===== src/design/dra_pkg.sv =====
// ----------------------------------------------------------------------------
// dra_pkg
// Shared types and constants of the descending rank assigner: transfer
// payloads, the token and slot records that move along the cell chain,
// and the award codes.
// ----------------------------------------------------------------------------
package dra_pkg;

    // default configuration
    localparam int DEF_MAX_ITEMS  = 64;
    localparam int DEF_SCORE_BITS = 32;

    // fixed field widths
    localparam int IN_SCORE_W = 32;
    localparam int IDX_W      = 6;
    localparam int RANK_W     = 7;
    localparam int AWARD_W    = 2;

    // award codes
    localparam logic [AWARD_W-1:0] AWARD_NONE   = 2'd0;
    localparam logic [AWARD_W-1:0] AWARD_GOLD   = 2'd1;
    localparam logic [AWARD_W-1:0] AWARD_SILVER = 2'd2;
    localparam logic [AWARD_W-1:0] AWARD_BRONZE = 2'd3;

    // input transfer payload
    typedef struct packed {
        logic signed [IN_SCORE_W-1:0] score_value;
        logic                         last_score;
    } t_in_item;

    // output transfer payload
    typedef struct packed {
        logic [IDX_W-1:0]   original_index;
        logic [RANK_W-1:0]  rank_place;
        logic [AWARD_W-1:0] award_code;
        logic               overflow_seen;
        logic               last_result;
    } t_out_item;

    // control part of a score token travelling down the chain
    typedef struct packed {
        logic             valid;
        logic [IDX_W-1:0] above;
    } t_tok;

    // control part of a cell's stored entry
    typedef struct packed {
        logic             occupied;
        logic [IDX_W-1:0] count;
    } t_slot;

endpackage


===== src/design/dra_cell.sv =====
// ----------------------------------------------------------------------------
// dra_cell
// One cell of the ranking chain. Holds one stored score and the number of
// scores ranked above it. A passing token is compared against the stored
// score; an empty cell takes the token in. During unload the cell copies
// its downstream neighbor's entry.
// ----------------------------------------------------------------------------
module dra_cell #(
    parameter int SCORE_BITS = dra_pkg::DEF_SCORE_BITS
) (
    input  logic                         i_clk,
    input  logic                         i_rst_n,
    input  logic                         i_shift,
    input  dra_pkg::t_tok                i_tok,
    input  logic signed [SCORE_BITS-1:0] i_tok_score,
    input  dra_pkg::t_slot               i_nbr,
    input  logic signed [SCORE_BITS-1:0] i_nbr_score,
    output dra_pkg::t_tok                o_tok,
    output logic signed [SCORE_BITS-1:0] o_tok_score,
    output dra_pkg::t_slot               o_slot,
    output logic signed [SCORE_BITS-1:0] o_slot_score
);
    import dra_pkg::*;

    t_slot                         r_slot, n_slot;
    logic signed [SCORE_BITS-1:0]  r_score, n_score;
    t_tok                          r_tok, n_tok;
    logic signed [SCORE_BITS-1:0]  r_tok_score;
    logic                          beats;

    // new score strictly above the stored one
    assign beats = i_tok_score > r_score;

    // compare, land or shift
    always_comb begin
        n_slot  = r_slot;
        n_score = r_score;
        n_tok   = i_tok;
        if (i_shift) begin
            n_slot    = i_nbr;
            n_score   = i_nbr_score;
            n_tok.valid = 1'b0;
        end else if (i_tok.valid) begin
            if (r_slot.occupied) begin
                if (beats) begin
                    n_slot.count = r_slot.count + 1'b1;
                end else begin
                    n_tok.above = i_tok.above + 1'b1;
                end
            end else begin
                n_slot.occupied = 1'b1;
                n_slot.count    = i_tok.above;
                n_score         = i_tok_score;
                n_tok.valid     = 1'b0;
            end
        end
    end

    // slot and token records; only the flags take reset
    always_ff @(posedge i_clk) begin
        r_slot.count <= n_slot.count;
        r_tok.above  <= n_tok.above;
        if (!i_rst_n) begin
            r_slot.occupied <= 1'b0;
            r_tok.valid     <= 1'b0;
        end else begin
            r_slot.occupied <= n_slot.occupied;
            r_tok.valid     <= n_tok.valid;
        end
    end

    // scores
    always_ff @(posedge i_clk) begin
        r_score      <= n_score;
        r_tok_score  <= i_tok_score;
    end

    assign o_tok        = r_tok;
    assign o_tok_score  = r_tok_score;
    assign o_slot       = r_slot;
    assign o_slot_score = r_score;

endmodule


===== config.mk =====
export PLATFORM = sky130hd
export DESIGN_NAME = dra_cell
export DESIGN_NICKNAME = d
export VERILOG_FILES = /design/src/design/dra_pkg.sv /design/src/design/dra_cell.sv
export SDC_FILE = /design/constraint.sdc
export NUM_CORES = 1
export LEC_CHECK = 0
export BUFFER_PORTS_ARGS = -buffer_cell sky130_fd_sc_hd__buf_2
export CAP_MARGIN = 20
export CORE_MARGIN = 2
export CORE_UTILIZATION = 43
export CTS_CLUSTER_DIAMETER = 60
export DETAILED_ROUTE_END_ITERATION = 7
export GPL_TIMING_DRIVEN = 0
export HOLD_SLACK_MARGIN = 0.06
export PLACE_DENSITY = 0.77
export SLEW_MARGIN = 20
export SYNTH_ARGS = -nofsm -noshare
export SYNTH_HDL_FRONTEND = slang
export SYNTH_SLANG_ARGS = --single-unit

===== constraint.sdc =====
create_clock -name i_clk -period 2.3 [get_ports i_clk]
set_input_delay 0.46 -clock i_clk [delete_from_list [all_inputs] [get_ports i_clk]]
set_output_delay 0.46 -clock i_clk [all_outputs]
set_load 0.03 [all_outputs]

---- Word level (Yosys, flattened, before mapping) ----
Index checks and enable logic that the tools add are counted.
cells by class
  $add $sub $neg .......................... 2
  multiply operators ...................... 0
  divide/modulo/power cells ............... 0
  $lt $le $gt $ge ......................... 1
  equality and inequality tests ........... 2
  shift-type cells ........................ 0
  muxes and demuxes ....................... 12
  bitwise gates (word level) .............. 2
  reduce and logical (&&, ||, !) cells .... 4
operators by type and width
  cell                                                                     number
  32-bit 2-to-1 mux                                                        3
  6-bit 2-to-1 mux                                                         6
  32-bit greater-than comparator                                           1
  7-bit 2-to-1 mux                                                         2
  6-bit by 1-bit adder with 6-bit output, second input constant            2
  2-bit AND reduction                                                      2
  3-bit by 2-bit inequality test with 1-bit output, second input constant  1
  3-bit OR reduction                                                       1
  2-bit inequality test, second input constant                             1
  1-bit inverter                                                           2
  2-bit nonzero test                                                       1
  1-bit 2-to-1 mux                                                         1
word-level totals
  register bits after elaboration ......... 78
  bits in latches ......................... 0
  bits in writable memories ............... 0
  ROM bits ................................ 0
  input port bits ......................... 81
  output and inout port bits .............. 78
  logic and storage cells ................. 29
  memories kept ........................... 0

---- Longest topological paths before layout ----
  word-level depth ........................ 5
  depth in mapped cells ................... 10
  depth with buffers taken out ............ 10

---- Least setup slack after synthesis ----
Ideal clock, no wire load.
  kind .................................... reg2reg
  start ................................... register r_score[31] (netlist: o_slot_score[31])
  end ..................................... register r_tok, in the netlist o_tok[1]
  setup time .............................. 121 ps
  arrival time ............................ 2444 ps
  required time ........................... 2179 ps
  path slack .............................. -265 ps
  cell stages (with the launch flop) ...... 10
  path buffers ............................ 0
  clock period less this slack ............ 2565 ps
  path through ............................ edfxtp_1 -> inv_1 -> ha_1 -> nand4_2 -> nor3_2 -> a211o_1 -> or4_1 -> o311a_2 -> nand2_4 -> mux2_2
RTL lines
  element                 line            RTL
  from (decl)             dra_cell.sv:26  logic signed [SCORE_BITS-1:0] r_score, n_score;
  from (signal assigned)  dra_cell.sv:74  r_score <= n_score;
  to (decl)               dra_cell.sv:27  t_tok r_tok, n_tok;

==> out/results.txt <==
The flow ran to the end, but the final reports show violations. The final reports fail on negative setup slack. After synthesis, the mean cell area works out to 12.04 um2. After layout, the worst path uses 104.6% of the clock period. Summed over all layers, the routed wires come to 8717 um.

The number of nets in the layout came out at 585. Once detailed placement completed, the half-perimeter wirelength came to 6715 um. Sum of overflow across all layers after global routing: 0. The floorplan core area is 8093 um2, and the number of top-level design ports is 159.

The internal power of the cells totals 2.540 mW. In the global route stage, overall resource usage came out at 18.96%. The width of the die was 94.73 um. The number of placed instances, taps included is 556, and the number of antenna-violating nets in the routed design is 0.

Achievable clock frequency: 0.4158 GHz. The time the final worst path needs with I/O delays and setup is 2405 ps. CTS built an H-tree with a depth of 3. The run gives 0 as the number of warnings reported in the yosys synthesis log.

The ratio of routed vias to standard cells is 4.976, and the post-layout utilization of the core is 60.95%. For the total power draw, the log shows 3.599 mW. The number of port buffers came out at 157. Routability-driven placement finished with a final weighted congestion of 0.7607.

The tools report the clock root buffer as sky130_fd_sc_hd__clkbuf_8. Yosys attributes the largest share of cell area to sky130_fd_sc_hd__edfxtp_1 (32%), sky130_fd_sc_hd__dfxtp_1 (23%), sky130_fd_sc_hd__ha_1 (12%). The worst endpoint data arrival time was 2630 ps. Clock-pin slew was measured on the worst setup and hold paths at 90 ps. The number of hold violations in the final report was 0. The power per cell area is 729.8 nW/um2. In the synthesized netlist the dominant register cell turns out to be sky130_fd_sc_hd__dfxtp_1. Along the worst path, the maximum fanout reaches 6.

For this design the total switching power over the nets is 1.059 mW. At the later pin of the worst-skew pair, clock insertion delay measures 350 ps. CTS saw 78 sinks. The static leakage was 2.302 nW; the slew at the pin with the worst max-slew slack was 626.3 ps. The synthesized design contains 38 enable-type register cells. The routed wire length on met2 came out at 4358 um.

Relative to the synthesized area, the layout overhead comes to 39.34%. The summed instance area of the synthesized netlist was 3540 um2. For the max capacitance violation total, the log shows 0. The tools report the setup-violating endpoint count in the final report as 12. The run gives 13020 um as the wire length of the first global-routing pass. In this run, the number of DRC markers left after iteration 0 of detailed routing was 77. The amount of wire on met3 after detailed routing came out at 564 um. The initial standard-cell utilization of the core came out at 43.74%. The detailed-route wire length on metal 1 is 3645 um.

The initial antenna violation count is 0, and the number of buffers created by CTS is 9. Cells with a size suffix above 1 make up 51.16% of the layout. The maximum ir drop on the vdd rail was 0.3962 mV; the required time of the critical path was 2530 ps.

Final setup slack of the worst path: -104.8 ps. Sequential cells were found to cover 54.86% of the synthesized design area. The number of nets in the synthesized netlist is 409.

After synthesis, the netlist uses 41 different library cells. Entering global routing, the biggest net connects 33 pins. Between clock sinks in the finished design, the worst skew comes to 14.76 ps. The number of pins exceeding their max-slew limit in the final report was 0. Across all hold checks on the routed design, the worst slack comes to 235.8 ps. For this run, design rule violations remaining after detail routing come to 0.

Synthesis handed over a netlist of 294 instances. The tools report the number of diodes as 0. The die covers 8974 um2. The dominant cell type by area after synthesis was sky130_fd_sc_hd__edfxtp_1. The number of global-route vias before repair is 2774, and the flop and latch count out of synthesis is 78. Dividing the detail-routed wire length by the instance count gives 15.03 um.

The worst-case setup slack after placement came out at -410.6 ps. STA classifies the critical path startpoint as a register. Routed signal wires occupy layers up through met4. The clock share of power was 31.8%. The switching share of power came out at 29.43%. The die is 94.73 um tall. Share of async-settable or async-resettable flops after synthesis: 0%. The tools report the number of placement rows as 33. The top cell types in the final layout, fill and taps aside, are sky130_fd_sc_hd__buf_2 (157), sky130_fd_sc_hd__dfxtp_1 (40), sky130_fd_sc_hd__edfxtp_1 (38), sky130_fd_sc_hd__mux2_2 (31), sky130_fd_sc_hd__inv_1 (27). Maximum root-to-sink buffer count: 2.

The tools report the kind of capture point of the worst setup path as a register. The run gives 45.2% as the part of the total power dissipated in sequential elements. The min-delay analysis places its worst path in the category primary input to register. The library cell used most frequently in the layout, excluding fill and tap cells, is sky130_fd_sc_hd__buf_2. TritonCTS built the clock tree. The critical path start-end classification was register to register. The top cell type by area accounts for 32.24% of the synthesized area. The final cell count without fillers is 580, and the total via count after detailed routing is 2886.

Setup repair after global routing could not meet its margin everywhere. Measured against its own limit, the worst slew margin works out to 58.24%. The part of the power in combinational logic came out at 23.1%. The first TritonRoute pass finished after 4 iterations.
per-stage QoR:
stage | TNS, ps | instance area, um2
2_1_floorplan | -1264 | 3651
3_3_place_gp | -15740 | 4568
3_5_place_dp | -16410 | 4568
4_1_cts | -442.1 | 4898
5_1_grt | -1604 | 4932
6_report | -527.5 | 4932
worst max-delay path: stages, from the launching register on:
cell,delay (ps)
sky130_fd_sc_hd__edfxtp_1,410
sky130_fd_sc_hd__inv_2,90
sky130_fd_sc_hd__ha_4,200
sky130_fd_sc_hd__a21oi_2,150
sky130_fd_sc_hd__o21ai_2,80
sky130_fd_sc_hd__a221o_1,320
sky130_fd_sc_hd__a211o_1,290
sky130_fd_sc_hd__o311a_4,330
sky130_fd_sc_hd__nand2_4,110
sky130_fd_sc_hd__mux2_4,300
Yosys cell counts, drive strengths merged, types with 2 or more instances:
library cell,count
nor2,6
dfxtp,40
clkbuf,3
edfxtp,38
nand3,8
nor3,2
xnor2,6
a21o,2
buf,4
o311a,2
mux2,32
a211o,2
ha,34
nand2,19
a21oi,19
xor2,3
inv,34
o21ai,14
nor4,2
nand4,10
routing by layer:
layer	global-route usage [%]	vias up
li1	-	1407
met1	23.14	1359
met5	0	-
met2	32.92	104
met3	4.230	16
met4	6.643	0
timing repair:
| item | 4_1_cts | 5_1_grt |
|---|---|---|
| endpoints found under the setup margin | 44 | 12 |
| hold buffers | 0 | 0 |
| pin swaps | 7 | 4 |
| gates resized for setup | 15 | 7 |
| setup buffers | 7 | 1 |
cell families (layout without fill, tap and decap cells):
family | count (synthesis) | after routing | synth area share, %
AND/OR/NAND/NOR | 55 | 55 | 8.519
adder cells (fa/ha/maj) | 34 | 34 | 12.02
multiplexers | 33 | 33 | 10.46
flip-flops | 78 | 78 | 54.86
XOR/XNOR | 9 | 9 | 2.227
AO/OA/AOI/OAI | 44 | 44 | 7.388
buffers and inverters | 41 | 222 | 4.525
power groups by stage:
stage	sequential [mW]	clock, mW	combinational, mW
global placement	1.65	0	0.759
CTS	1.63	1.16	0.822
global route	1.64	1.22	0.899
finish	1.63	1.14	0.830
detailed placement	1.66	0	0.780
floorplan	1.86	0	0.296
path summary, 6_finish.rpt:
| check | endpoint | cells past startpoint | start | slack [ps] |
|---|---|---|---|---|
| min reg2reg | o_slot[6]$_SDFFE_PN0P_ | 2 | o_slot[6]$_SDFFE_PN0P_ | 680 |
| max reg2reg | o_tok[1]$_DFF_P_ | 9 | o_slot_score[5]$_DFFE_PP_ | -100 |
| max | o_tok[1]$_DFF_P_ | 9 | o_slot_score[5]$_DFFE_PP_ | -100 |
| min | o_tok_score[24]$_DFF_P_ | 1 | i_tok_score[24] | 240 |
flip-flops by register name, indices dropped and copies added (netlist names):
register      cells
o_slot_score     32
o_tok_score      32
o_slot            7
o_tok             7
cell type report:
type	count	area (um2)
Multi-Input combinational cell	175	1637
Tap cell	105	131.4
Buffer	7	30.03
Fill cell	714	3161
Clock buffer	12	145.1
Timing Repair Buffer	165	845.8
Sequential cell	78	1942
Clock inverter	4	71.32
Inverter	34	130.1
Note: power is estimated with default switching activity, not from simulation.
